### src/hw/rtl/dta_pkg.sv
`default_nettype none

package dta_pkg;

    localparam int DAYS_W    = 15;
    localparam int FIELD_W   = 7;
    localparam int TOTAL_W   = 26;
    localparam int MODE_W    = 2;

    // Working widths: a sum of a stored field and an input, plus carries.
    localparam int SEC_W     = 8;
    localparam int NORM_W    = 9;
    localparam int DAYS_SUM_W = 17;
    localparam int RADIX_W   = 6;

    localparam int S_TDATA_W = 40;
    localparam int M_TDATA_W = 64;

    localparam logic [RADIX_W-1:0] SECS_PER_MIN  = 6'd60;
    localparam logic [RADIX_W-1:0] MINS_PER_HOUR = 6'd60;
    localparam logic [RADIX_W-1:0] DAY_HOURS     = 6'd24;
    localparam logic [10:0]        MINS_PER_DAY  = 11'd1440;
    localparam logic [DAYS_W-1:0]  DAYS_MAX      = 15'd32767;

    typedef enum logic [MODE_W-1:0] {
        MODE_ADVANCE = 2'd0,
        MODE_SET     = 2'd1,
        MODE_READ    = 2'd2,
        MODE_UNUSED  = 2'd3
    } mode_t;

    typedef enum logic [2:0] {
        ST_IDLE,
        ST_SEC,
        ST_MIN,
        ST_HOUR,
        ST_TOTAL
    } state_t;

    typedef struct packed {
        logic                ge;
        logic [NORM_W-1:0]   diff;
    } norm_res_t;

endpackage

`default_nettype wire

### src/hw/rtl/dta_norm_unit.sv
`default_nettype none

// Compare-and-subtract step used for every carry of the clock.
module dta_norm_unit (
    input  wire logic [dta_pkg::NORM_W-1:0]  value,
    input  wire logic [dta_pkg::RADIX_W-1:0] radix,
    output dta_pkg::norm_res_t               res
);

    logic [dta_pkg::NORM_W:0] diff_full;

    assign diff_full = {1'b0, value} - {{(dta_pkg::NORM_W + 1 - dta_pkg::RADIX_W){1'b0}}, radix};
    assign res.ge    = ~diff_full[dta_pkg::NORM_W];
    assign res.diff  = diff_full[dta_pkg::NORM_W-1:0];

endmodule

`default_nettype wire

### src/hw/rtl/day_time_accumulator.sv
// Clock of days, hours, minutes and seconds. Each input beat carries a mode in s_tuser
// (advance, set, or read) and four amounts in s_tdata; every beat yields one result beat
// with the stored time and the total minute count. A read, set or unused mode goes
// from acceptance to ST_TOTAL, which loads the result register once the output is free.
// An advance adds on acceptance, then works each carry in ST_SEC, ST_MIN and ST_HOUR
// through a single compare-and-subtract unit, and forms the minute total in ST_TOTAL.
// s_tready is high only while the sequencer is idle; a finished result waits in the
// output register and does not hold up the next input beat.
`default_nettype none

module day_time_accumulator (
    input  wire logic                           aclk,
    input  wire logic                           aresetn,
    input  wire logic                           s_tvalid,
    output logic                                s_tready,
    // days_in[14:0], hours_in[21:15], minutes_in[28:22], seconds_in[35:29], zero pad
    input  wire logic [dta_pkg::S_TDATA_W-1:0]  s_tdata,
    // mode[1:0]
    input  wire logic [dta_pkg::MODE_W-1:0]     s_tuser,
    output logic                                m_tvalid,
    input  wire logic                           m_tready,
    // days_out[14:0], hours_out[21:15], minutes_out[28:22], seconds_out[35:29],
    // minute_total[61:36], zero pad
    output logic [dta_pkg::M_TDATA_W-1:0]       m_tdata
);

    dta_pkg::state_t state_reg, state_next;

    logic [dta_pkg::SEC_W-1:0]      sec_reg, sec_next;
    logic [dta_pkg::NORM_W-1:0]     min_reg, min_next;
    logic [dta_pkg::NORM_W-1:0]     hr_reg, hr_next;
    logic [dta_pkg::DAYS_SUM_W-1:0] day_reg, day_next;

    logic                           m_tvalid_reg, m_tvalid_next;
    logic [dta_pkg::M_TDATA_W-1:0]  m_tdata_reg, m_tdata_next;

    logic [dta_pkg::DAYS_W-1:0]     days_in;
    logic [dta_pkg::FIELD_W-1:0]    hours_in, minutes_in, seconds_in;
    dta_pkg::mode_t                 mode;

    logic [dta_pkg::NORM_W-1:0]     unit_value;
    logic [dta_pkg::RADIX_W-1:0]    unit_radix;
    dta_pkg::norm_res_t             unit_res;

    logic                           s_accept;
    logic                           out_free;
    logic [dta_pkg::TOTAL_W-1:0]    total_calc;
    logic [dta_pkg::DAYS_W-1:0]     day_sat;

    assign days_in    = s_tdata[14:0];
    assign hours_in   = s_tdata[21:15];
    assign minutes_in = s_tdata[28:22];
    assign seconds_in = s_tdata[35:29];
    assign mode       = dta_pkg::mode_t'(s_tuser);

    assign s_tready = (state_reg == dta_pkg::ST_IDLE);
    assign s_accept = s_tvalid && s_tready;
    assign out_free = !m_tvalid_reg || m_tready;
    assign m_tvalid = m_tvalid_reg;
    assign m_tdata  = m_tdata_reg;

    always_comb begin
        unique case (state_reg)
            dta_pkg::ST_SEC: begin
                unit_value = {1'b0, sec_reg};
                unit_radix = dta_pkg::SECS_PER_MIN;
            end
            dta_pkg::ST_MIN: begin
                unit_value = min_reg;
                unit_radix = dta_pkg::MINS_PER_HOUR;
            end
            default: begin
                unit_value = hr_reg;
                unit_radix = dta_pkg::DAY_HOURS;
            end
        endcase
    end

    dta_norm_unit u_norm (
        .value (unit_value),
        .radix (unit_radix),
        .res   (unit_res)
    );

    // Anything at or beyond bit 15 means the day count went past its limit.
    assign day_sat = (day_reg[dta_pkg::DAYS_SUM_W-1:dta_pkg::DAYS_W] != '0)
                   ? dta_pkg::DAYS_MAX : day_reg[dta_pkg::DAYS_W-1:0];

    assign total_calc = dta_pkg::TOTAL_W'(day_reg[dta_pkg::DAYS_W-1:0])
                          * dta_pkg::TOTAL_W'(dta_pkg::MINS_PER_DAY)
                      + dta_pkg::TOTAL_W'(hr_reg) * dta_pkg::TOTAL_W'(dta_pkg::MINS_PER_HOUR)
                      + dta_pkg::TOTAL_W'(min_reg);

    // Next-state logic.
    always_comb begin
        state_next = state_reg;
        unique case (state_reg)
            dta_pkg::ST_IDLE: begin
                if (s_accept) begin
                    if (mode == dta_pkg::MODE_ADVANCE) begin
                        state_next = dta_pkg::ST_SEC;
                    end else begin
                        state_next = dta_pkg::ST_TOTAL;
                    end
                end
            end
            dta_pkg::ST_SEC: begin
                if (!unit_res.ge) begin
                    state_next = dta_pkg::ST_MIN;
                end
            end
            dta_pkg::ST_MIN: begin
                if (!unit_res.ge) begin
                    state_next = dta_pkg::ST_HOUR;
                end
            end
            dta_pkg::ST_HOUR: begin
                if (!unit_res.ge) begin
                    state_next = dta_pkg::ST_TOTAL;
                end
            end
            dta_pkg::ST_TOTAL: begin
                if (out_free) begin
                    state_next = dta_pkg::ST_IDLE;
                end
            end
            default: state_next = dta_pkg::ST_IDLE;
        endcase
    end

    // Datapath and output logic.
    always_comb begin
        sec_next      = sec_reg;
        min_next      = min_reg;
        hr_next       = hr_reg;
        day_next      = day_reg;
        m_tvalid_next = m_tvalid_reg && !m_tready;
        m_tdata_next  = m_tdata_reg;
        unique case (state_reg)
            dta_pkg::ST_IDLE: begin
                if (s_accept) begin
                    priority case (mode)
                        dta_pkg::MODE_ADVANCE: begin
                            sec_next = sec_reg + dta_pkg::SEC_W'(seconds_in);
                            min_next = min_reg + dta_pkg::NORM_W'(minutes_in);
                            hr_next  = hr_reg + dta_pkg::NORM_W'(hours_in);
                            day_next = day_reg + dta_pkg::DAYS_SUM_W'(days_in);
                        end
                        dta_pkg::MODE_SET: begin
                            sec_next = dta_pkg::SEC_W'(seconds_in);
                            min_next = dta_pkg::NORM_W'(minutes_in);
                            hr_next  = dta_pkg::NORM_W'(hours_in);
                            day_next = dta_pkg::DAYS_SUM_W'(days_in);
                        end
                        default: begin
                        end
                    endcase
                end
            end
            dta_pkg::ST_SEC: begin
                if (unit_res.ge) begin
                    sec_next = unit_res.diff[dta_pkg::SEC_W-1:0];
                    min_next = min_reg + dta_pkg::NORM_W'(1);
                end
            end
            dta_pkg::ST_MIN: begin
                if (unit_res.ge) begin
                    min_next = unit_res.diff;
                    hr_next  = hr_reg + dta_pkg::NORM_W'(1);
                end
            end
            dta_pkg::ST_HOUR: begin
                if (unit_res.ge) begin
                    hr_next  = unit_res.diff;
                    day_next = day_reg + dta_pkg::DAYS_SUM_W'(1);
                end else begin
                    day_next = dta_pkg::DAYS_SUM_W'(day_sat);
                end
            end
            dta_pkg::ST_TOTAL: begin
                if (out_free) begin
                    m_tvalid_next = 1'b1;
                    m_tdata_next  = {2'b00,
                                     total_calc,
                                     sec_reg[dta_pkg::FIELD_W-1:0],
                                     min_reg[dta_pkg::FIELD_W-1:0],
                                     hr_reg[dta_pkg::FIELD_W-1:0],
                                     day_reg[dta_pkg::DAYS_W-1:0]};
                end
            end
            default: begin
            end
        endcase
    end

    always_ff @(posedge aclk) begin
        if (!aresetn) begin
            state_reg    <= dta_pkg::ST_IDLE;
            sec_reg      <= '0;
            min_reg      <= '0;
            hr_reg       <= '0;
            day_reg      <= '0;
            m_tvalid_reg <= 1'b0;
        end else begin
            state_reg    <= state_next;
            sec_reg      <= sec_next;
            min_reg      <= min_next;
            hr_reg       <= hr_next;
            day_reg      <= day_next;
            m_tvalid_reg <= m_tvalid_next;
        end
    end

    always_ff @(posedge aclk) begin
        m_tdata_reg <= m_tdata_next;
    end

endmodule

`default_nettype wire

### config.mk
export PLATFORM = sky130hd
export DESIGN_NAME = day_time_accumulator
export DESIGN_NICKNAME = d
export VERILOG_FILES = /design/src/hw/rtl/dta_pkg.sv /design/src/hw/rtl/dta_norm_unit.sv /design/src/hw/rtl/day_time_accumulator.sv
export SDC_FILE = /design/constraint.sdc
export NUM_CORES = 1
export LEC_CHECK = 0
export ABC_AREA = 0
export BUFFER_PORTS_ARGS = -buffer_cell sky130_fd_sc_hd__clkbuf_2
export CORE_MARGIN = 2
export CORE_UTILIZATION = 50
export DETAILED_ROUTE_END_ITERATION = 10
export GPL_ROUTABILITY_DRIVEN = 0
export PLACE_DENSITY = 0.68
export SETUP_SLACK_MARGIN = 0.2
export SYNTH_ARGS = -nofsm -noshare
export SYNTH_HDL_FRONTEND = slang
export SYNTH_HIERARCHICAL = 1
export SYNTH_SLANG_ARGS = --single-unit
export TNS_END_PERCENT = 100
### constraint.sdc
create_clock -name aclk -period 8.9 [get_ports aclk]
set_input_delay 0.89 -clock aclk [delete_from_list [all_inputs] [get_ports aclk]]
set_output_delay 0.89 -clock aclk [all_outputs]
set_load 0.1 [all_outputs]
==> results of run 1 <==
-- layout make-up --
type	instances	area share
clock buffers	9	0.01979
clock inverters	7	0.004948
inverters	146	0.04816
multi-input cells	875	0.6049
flip-flops and latches	107	0.2410
well taps	270	0.02969
repair buffers	113	0.05146
-- logic make-up (layout without fill, tap and decap cells) --
kind of cell    count (synthesis)  in the layout  synth area share
fa+ha+maj                     176            176            0.2487
compound gates                316            316            0.2023
xor+xnor                       72             72           0.06102
other cells                     2              6         0.0007268
flops                         107            107            0.2654
mux                             9              9          0.008718
buf+inv                       193            275           0.07241
simple gates                  296            296            0.1407
-- layout by cell type (no fill, tap or decap), types with 13 or more instances in the layout --
master,synthesis,layout
a211oi_1,17,17
a21o_1,22,22
a21oi_1,87,87
a22oi_1,16,16
a31oi_1,15,15
and3_1,18,18
clkbuf_2,0,105
dfxtp_1,47,47
edfxtp_1,60,60
fa_1,49,49
ha_1,127,127
inv_1,146,146
nand2_1,77,77
nand2b_1,13,13
nand3_1,30,30
nor2_1,72,71
nor2b_1,27,26
nor3_1,21,21
o21ai_0,64,64
xnor2_1,53,53
xor2_1,19,19
-- how the worst min path moves through the flow --
stage	slack, ps	end	cells after the start	startpoint
after CTS	520	sec_reg[7]	2	sec_reg[7]
final	520	sec_reg[7]	2	sec_reg[7]
after global placement	500	m_tdata[34]	0	sec_reg[5]
after detailed placement	510	m_tdata[33]	0	sec_reg[4]
after global routing	540	m_tdata[33]	0	sec_reg[4]
after floorplan	460	m_tdata[29]	0	sec_reg[0]
-- stage by stage --
stage          hold slack, ps  instance area, um2
6_report                524.0               11380
5_1_grt                 539.3               11380
4_1_cts                 523.3               11380
3_5_place_dp            508.4               11100
3_3_place_gp            497.7               11100
2_1_floorplan           456.8               10350
-- report_power, final --
group          internal, uW  switching (uW)  total (uW)
clock                   195             209         405
combinational           679            1270        1950
sequential              661             110         771
total                  1540            1590        3130
-- metal layers --
metal | vias up | GRT usage | routed length [um]
met5 | - | 0 | 0
li1 | 4298 | - | -
met4 | 0 | 0.06731 | 440
met3 | 29 | 0.03302 | 1161
met2 | 217 | 0.3744 | 11750
met1 | 4104 | 0.3045 | 11110
-- worst max-delay path, cell delays in order, from the launching register on --
cell and delay [ps]:
dfxtp_1 660, fa_1 540, fa_1 530, inv_1 50, fa_1 410, nor2b_1 120
o21ai_0 110, a21oi_1 210, o21ai_0 120, a21boi_0 230, o21ai_0 140, a21boi_0 330
nor4_1 80, a311o_1 340, ha_1 290, ha_1 320, or3_1 110, o21ai_0 90
a21oi_1 450, nand4_1 190, xnor2_1 170
==> metrics.cfg, run 1 <==
[yosys]
netlist_instances = 1171
ys_types = 75
yosys-top-cells-count = 146 x inv_1, 127 x ha_1, 87 x a21oi_1
yosys_warnings = 6
synth_seq_area_share = 0.2654
synth_area_um2 = 10330
synth_top_cell_area_share = 0.1744
ys_async_sr_fraction = 0
ys_ff_latch = 107
yosysTopAreaCell = edfxtp_1
ys.flop_type = edfxtp_1
yosys-top-cells-area = edfxtp_1 17%, ha_1 15%, fa_1 9.5%
synth-edff-count = 60
yosys.cell_count.top_type = inv_1
syn_area_per_cell_um2 = 8.825

[final_layout]
largest_register_ffs = 60
drive_gt1_frac = 0.1217
fin_util = 0.5624
syn_to_final_growth_pct = 10.12
instances_no_fill = 1527
n_fill_cell = 1866
n_antenna_cell = 0
multi_input_area_um2 = 6884
nets = 1474
final-seq-area_um2 = 2743

[sta]
hold_viol_final = 0
rsz0062_at_grt = false
timing.fmax_mhz = 173.4
min_period_ps = 5767
maxSlewHeadroom = 0.2439
maxSlewViolCount = 0
finalSetupViolCount = 0
fin_crit_sh = 0.6479
fin_worst_skew_ps = 15.45
fin_setup_tns_ps = 0
tightestPinTransition_ps = 1132
worst_slack_ps = 3133

[worst_setup_path]
start_kind = register
cp-end-kind = register
r2r-start = hr_reg[0]
rrSetupSlack_ps = 3130
cp.required_ps = 9010
cp_max_fo = 12
crit_path_end = m_tdata[56]
worstSetupStartpoint = hr_reg[0]
critical_path_class = reg2reg
worstRegToRegCells = 20
r2r-end = m_tdata[56]
cp.arrival_ps = 5880

[job]
max-cap-violations = 0

[clock_network]
ctsHoldBuffers = 0
insertion_delay_ps = 370
cts-buffers-inserted = 9
cts_tree = done
ctsHtreeMaxLevel = 3
clock-sinks = 107
clock-root-buffer = clkbuf_16
cts_resized = 0
postCtsSetupRepairBufs = 0
clockBufferDepth = 2
clkSlewWorstSetupHoldPaths_ps = 90

[global_route]
track_usage = 0.2247
grt_pass1_vias = 8039
grt_max_degree = 46
gr-total-overflow = 0
grt_pass1_wl_um = 39660
antenna_found_initial = 0

[route]
drt_iter0_markers = 545
num_vias = 8648
ant_nets = 0
drc = 0
viasPerCell = 5.663
drtPass1Iterations = 5
wl_per_cell_um = 16.01
routed_wirelength_um = 24450

[placed_design]
numPortBuffers = 105
place_ws_ps = 3194
place_hpwl_um = 18590
placed_cells = 1511

[pwr]
total_leakage_power_uw = 0.005318
total_power_uw = 3126
max-vdd-ir-drop_mv = 0.1411
p_per_area_nw_per_um2 = 274.7

[worst_hold_path]
hold_path_class = reg2reg

[die]
pin_count = 112
dieArea_um2 = 21830
die_h_um = 147.8
rows = 52
die_x_um = 147.8
design.core.area_um2 = 20230
initial_core_util = 0.5107

[run_status]
outcome = complete, no violations

(Power assumes the default switching activity.)
==> inputs of run 2 (changes only) <==
- PLACE_DENSITY: 0.68 -> 0.7
- clock period: 8.9 -> 4.8 ns (I/O delays scaled with it)
==> run 2 against run 1 <==
Worst hold slack lost 160 ps. Maximum frequency grew 24%. Utilization grew 3.8 points. Sequential share of layout area shrank 1.5 points. Largest cell class unchanged. Highest routed layer unchanged.
==> metrics.cfg, run 2 (synthesized netlist as in run 1, its figures left out) <==
[clock_network]
clkSlewWorstSetupHoldPaths_ps = 80  ; about the same
ctsHtreeMaxLevel = 3  ; unchanged
clock-root-buffer = clkbuf_16
clock-sinks = 107  ; unchanged
cts_tree = done
clockBufferDepth = 2  ; unchanged
cts-buffers-inserted = 9  ; unchanged
insertion_delay_ps = 370  ; about the same

[route]
wl_per_cell_um = 16.06  ; +0.27%
drc = 0  ; unchanged
drt_iter0_markers = 671  ; +23%
routed_wirelength_um = 25500  ; +4.3%
num_vias = 8963  ; +3.6%
ant_nets = 0  ; unchanged
drtPass1Iterations = 4  ; -1
viasPerCell = 5.644  ; -0.34%

[final_layout]
final-seq-area_um2 = 2751  ; +0.32%
n_fill_cell = 1786  ; -4.3%
largest_register_ffs = 60  ; unchanged
drive_gt1_frac = 0.2011  ; +0.07934
nets = 1535  ; +4.1%
fin_util = 0.6008  ; +0.03840
syn_to_final_growth_pct = 17.64
final_common_cell = inv_1
n_antenna_cell = 0  ; unchanged
fin_area_um2 = 12160  ; +6.8%
multi_input_area_um2 = 7177  ; +4.3%
most-common-layout-cells = 140 x inv_1, 117 x ha_1, 105 x clkbuf_2, 76 x a21oi_1, 75 x nand2_1

[worst_setup_path]
critical_path.slowest_cell = fa_1
cp-end-kind = register
critical_path_class = reg2reg
start_kind = register
cp_top_family = adder cells
cpPeakStageDelay_ps = 570  ; -90 ps
cp.arrival_ps = 4770  ; -1110 ps
critPathBufInv = 3  ; +2
cp_max_fo = 5  ; -7
path_cells = fa_1 > fa_1 > ha_1 > a21o_1 > a21oi_2 > o21ai_2 > a21oi_2 > o21ai_1 > a21oi_2 > buf_4 > buf_4 > xnor2_1 > ha_1 > ha_4 > nand3_2 > nor2_4 > a21oi_2 > a21oi_2 > buf_6 > nand3_1 > xnor2_1
cp.required_ps = 4910  ; -4100 ps
worst_path_most_repeated_cell = a21oi_2

[global_route]
grt_max_degree = 35  ; -24%
track_usage = 0.2402  ; +0.01548
grt_pass1_wl_um = 42400  ; +6.9%
grt_pass1_vias = 8869  ; +10%
antenna_found_initial = 0  ; unchanged
gr-total-overflow = 0  ; unchanged

[sta]
hold_viol_final = 0  ; unchanged
worst_slack_ps = 131.7  ; -3002 ps
timing.fmax_mhz = 214.2  ; +24%
maxSlewViolCount = 0  ; unchanged
fin_setup_tns_ps = 0  ; unchanged
rsz0062_at_grt = true
fin_crit_sh = 0.9726  ; +0.3246
fin_worst_skew_ps = 8.656  ; -6.792 ps
min_period_ps = 4668  ; -1098 ps
maxSlewHeadroom = 0.4264  ; +0.1826
finalSetupViolCount = 0  ; unchanged
tightestPinTransition_ps = 860.3  ; -271.4 ps

[placed_design]
place_hpwl_um = 19230  ; +3.5%
numPortBuffers = 105  ; unchanged
place_area_um2 = 11500  ; +3.7%
place_ws_ps = -54.38  ; -3248 ps

[die]
die_x_um = 147.8  ; unchanged
die_h_um = 147.8  ; unchanged
dieArea_um2 = 21830  ; unchanged
design.core.area_um2 = 20230  ; unchanged
rows = 52  ; unchanged
initial_core_util = 0.5107  ; unchanged
pin_count = 112  ; unchanged

[pwr]
max-vdd-ir-drop_mv = 0.2594  ; +84%
p_per_area_nw_per_um2 = 517.2  ; +88%
total_leakage_power_uw = 0.005661  ; +6.5%

[job]
max-cap-violations = 0  ; unchanged

[worst_hold_path]
hold_path_class = in2reg

[run_status]
outcome = complete, no violations

run 2: worst reg2reg max path, stage by stage, from the launching register on:
cell,delay [ps]
dfxtp_4,360
fa_1,570
fa_1,460
ha_1,290
a21o_1,190
a21oi_2,160
o21ai_2,80
a21oi_2,170
o21ai_1,110
a21oi_2,190
buf_4,130
buf_4,90
xnor2_1,130
ha_1,290
ha_4,310
nand3_2,120
nor2_4,130
a21oi_2,80
a21oi_2,150
buf_6,130
nand3_1,100
xnor2_1,170
run 2: routing by layer:
layer  share of wire  GRT usage  wire (um)
met5               0          0          0
met4           0.024    0.08365        603
met3           0.055    0.03086       1411
met2            0.48     0.4105      12260
met1            0.44     0.3144      11220
run 2: repair_timing:
| action | in CTS | in global routing |
|---|---|---|
| setup endpoints to repair | 11 | 25 |
| pin swaps | 23 | 28 |
| hold buffers | 0 | 0 |
| gates resized for setup | 13 | 42 |
| setup buffers | 9 | 4 |
| endpoints found under the hold margin | 0 | 0 |
run 2: per-stage QoR:
stage	hold slack, ps	power, uW	instances
global placement	491.2	5129	1559
global route	370.9	6819	1588
floorplan	456.8	4364	1175
CTS	357.7	6066	1584
finish	364.8	6287	1588
detailed placement	505.5	5206	1559
run 2: final cells by class:
class | count | share of cell area
multi-input cells | 875 | 0.5904
flip-flops and latches | 107 | 0.2263
repair buffers | 174 | 0.08646
inverters | 146 | 0.04508
well taps | 270 | 0.02779
clock buffers | 9 | 0.01853
clock inverters | 7 | 0.005455
run 2: worst paths after layout:
| check | start | to | slack (ps) | cells after the start |
|---|---|---|---|---|
| setup / recovery | hr_reg[2] | m_tdata[55] | 130 | 21 |
| hold / removal | s_tdata[8] | day_reg[8] | 360 | 3 |
| setup reg to reg | hr_reg[2] | m_tdata[55] | 130 | 21 |
| hold reg to reg | sec_reg[7] | sec_reg[7] | 520 | 2 |
run 2: power by group:
part	internal (uW)	switching, uW	total [uW]
Clock	369	400	769
Combinational	1550	2630	4180
Sequential	1230	111	1340
Total	3140	3140	6290
==> inputs of run 3 (changes only) <==
- CELL_PAD_IN_SITES_DETAIL_PLACEMENT: unset -> 1
- CELL_PAD_IN_SITES_GLOBAL_PLACEMENT: unset -> 2
- CORE_UTILIZATION: 50 -> 34
- PLACE_DENSITY: 0.7 -> 0.77
- RECOVER_POWER: unset -> 25
==> run 3 against run 2 <==
Total power increased by 2.8%. First-iteration DRC count down 45%. Sequential power is essentially flat. Sequential cell count unchanged. Sequential share of layout area down 0.43 points. Combinational power grew 4%. Worst hold slack better by 1.6 ps. Utilization down 18 points. Design area is 1.9% higher. Count of clock-buffer cells in the layout grew 1. Critical endpoint is now m_tdata[59]. Largest power group unchanged.
==> metrics.cfg, run 3 (synthesized netlist as in run 1, its figures left out) <==
[run_status]
outcome = complete, no violations

[route]
drtPass1Iterations = 4  ; unchanged
viasPerCell = 5.212  ; -7.7%
routed_wirelength_um = 30800  ; +21%
ant_nets = 0  ; unchanged
drc = 0  ; unchanged
drt_iter0_markers = 371  ; -45%
wl_per_cell_um = 17.81  ; +11%
num_vias = 9016  ; +0.59%

[worst_setup_path]
worstRegToRegCells = 21  ; unchanged
cp-end-kind = register
cp.arrival_ps = 4810  ; +40 ps
critical_path_class = reg2reg
start_kind = register
path_cells = fa_1 > fa_1 > ha_1 > a21o_1 > a21oi_4 > o21ai_2 > a21oi_2 > o21ai_2 > a21oi_2 > buf_4 > xnor2_1 > ha_1 > ha_4 > buf_4 > nand3_2 > nor2_4 > a21oi_4 > a21oi_2 > buf_6 > nand4_1 > xnor2_1
cp.required_ps = 4920  ; about the same
critical_path.slowest_cell = fa_1
cpPeakStageDelay_ps = 550  ; -20 ps
worst_path_most_repeated_cell = a21oi_2
cp_max_fo = 5  ; unchanged

[placed_design]
place_ws_ps = -199.1  ; -144.8 ps
numPortBuffers = 105  ; unchanged
place_hpwl_um = 23770  ; +24%
place_area_um2 = 11800  ; +2.5%
placed_cells = 1697  ; +8.9%

[global_route]
grt_pass1_vias = 9578  ; +8.0%
antenna_found_initial = 1  ; +1
gr-total-overflow = 0  ; unchanged
grt_pass1_wl_um = 49600  ; +17%
grt_max_degree = 37  ; +5.7%
track_usage = 0.1996  ; -0.04066

[sta]
min_period_ps = 4685  ; +16.88 ps
rsz0062_at_grt = true
fin_worst_skew_ps = 13.80  ; +5.139 ps
hold_viol_final = 0  ; unchanged
worst_slack_ps = 114.9  ; -16.88 ps
tightestPinTransition_ps = 1166  ; +305.7 ps
timing.fmax_mhz = 213.4  ; -0.36%
maxSlewHeadroom = 0.2260  ; -0.2005
finalSetupViolCount = 0  ; unchanged
fin_crit_sh = 0.9761  ; +0.003517
maxSlewViolCount = 0  ; unchanged

[clock_network]
clock-root-buffer = clkbuf_16
cts-buffers-inserted = 9  ; unchanged
clock-sinks = 107  ; unchanged
ctsHoldBuffers = 0  ; unchanged
clkSlewWorstSetupHoldPaths_ps = 80  ; about the same
insertion_delay_ps = 380  ; about the same
clockBufferDepth = 2  ; unchanged
cts_tree = done
ctsHtreeMaxLevel = 3  ; unchanged

[pwr]
p_clk_frac = 0.121  ; about the same
p_comb_frac = 0.671  ; +0.006
total_leakage_power_uw = 0.005640  ; -0.37%
power_frac_seq = 0.209  ; -0.004
max-vdd-ir-drop_mv = 0.2095  ; -19%
internal_power_uw = 3184  ; +1.3%
switching_share = 0.5072  ; +0.007309
p_per_area_nw_per_um2 = 521.3  ; +0.80%
power.switching_uw = 3277  ; +4.3%

[die]
design.core.area_um2 = 29800  ; +47%
dieArea_um2 = 31800  ; +46%
die_x_um = 178.3  ; +21%
rows = 63  ; +21%
initial_core_util = 0.3468  ; -0.1639
pin_count = 112  ; unchanged
die_h_um = 178.3  ; +21%

[worst_hold_path]
hold_path_class = in2reg
min_path_cells = 3  ; unchanged

[final_layout]
most-common-layout-cells = 141 x inv_1, 120 x ha_1, 88 x clkbuf_2, 77 x a21oi_1, 75 x nand2_1
largest_register_ffs = 60  ; unchanged
drive_gt1_frac = 0.1860  ; -0.01510
nets = 1556  ; +1.4%
instances_no_fill = 1730  ; +8.9%
fin_area_um2 = 12390  ; +1.9%
syn_to_final_growth_pct = 19.92
final_common_cell = inv_1

[job]
max-cap-violations = 0  ; unchanged

[run 3: layout make-up]
| cell class | instances | area, um2 |
|---|---|---|
| antenna | 1 | 2.502 |
| clock buffer | 10 | 229.0 |
| clock inverter | 6 | 57.56 |
| fill | 3533 | 17400 |
| inverter | 146 | 550.5 |
| multi-input combinational | 875 | 7193 |
| sequential | 107 | 2751 |
| tap | 390 | 488.0 |
| timing repair buffer | 195 | 1120 |
[run 3: layer usage]
metal  up-vias  part of all wire  track usage
met5         -                 0            0
met4         0             0.013      0.04573
met3        24             0.025      0.02408
met2       112              0.51       0.3563
met1      4423              0.46       0.2562
li1       4457                 -            -
[run 3: final timing paths]
check                  start           to  slack (ps)
hold / removal    s_tdata[8]   day_reg[8]         370
setup / recovery   hr_reg[2]  m_tdata[59]         110
setup reg to reg   hr_reg[2]  m_tdata[59]         110
hold reg to reg   sec_reg[0]  m_tdata[29]         520
[run 3: power groups by stage]
stage,clock [uW],sequential (uW),combinational [uW]
final,779,1350,4330
after global routing,832,1370,4830
after CTS,805,1350,4180
after detailed placement,0,1370,4040
after global placement,0,1370,3970
after floorplan,0,1950,2420
[run 3: repair_timing]
item                                    in CTS  in global routing
cloned                                       0                  0
pin swaps                                   24                 38
buffers inserted                            10                  6
endpoints found under the setup margin      20                 32
resized for setup                           23                 41
hold endpoints to repair                     0                  0
[run 3: critical path, delay by kind of cell, from the launching register on]
family,cells,cell delay [ps]
adders and majority gates,5,1880
and+or+nand+nor,3,400
DFF,1,370
buffers and inverters,3,390
AOI/OAI and AO/OA,8,1110
xor gates and xnor gates,2,280
[run 3: through the flow]
stage                 util  TNS [ps]  hold WS (ps)  power, uW
floorplan                -         0         456.8       4364
global placement    0.3959    -431.8         518.0       5338
detailed placement  0.3959     -1015         503.0       5419
CTS                 0.4113    -208.1         359.2       6340
global route        0.4158    -978.1         377.6       7031
finish              0.4159         0         366.3       6460
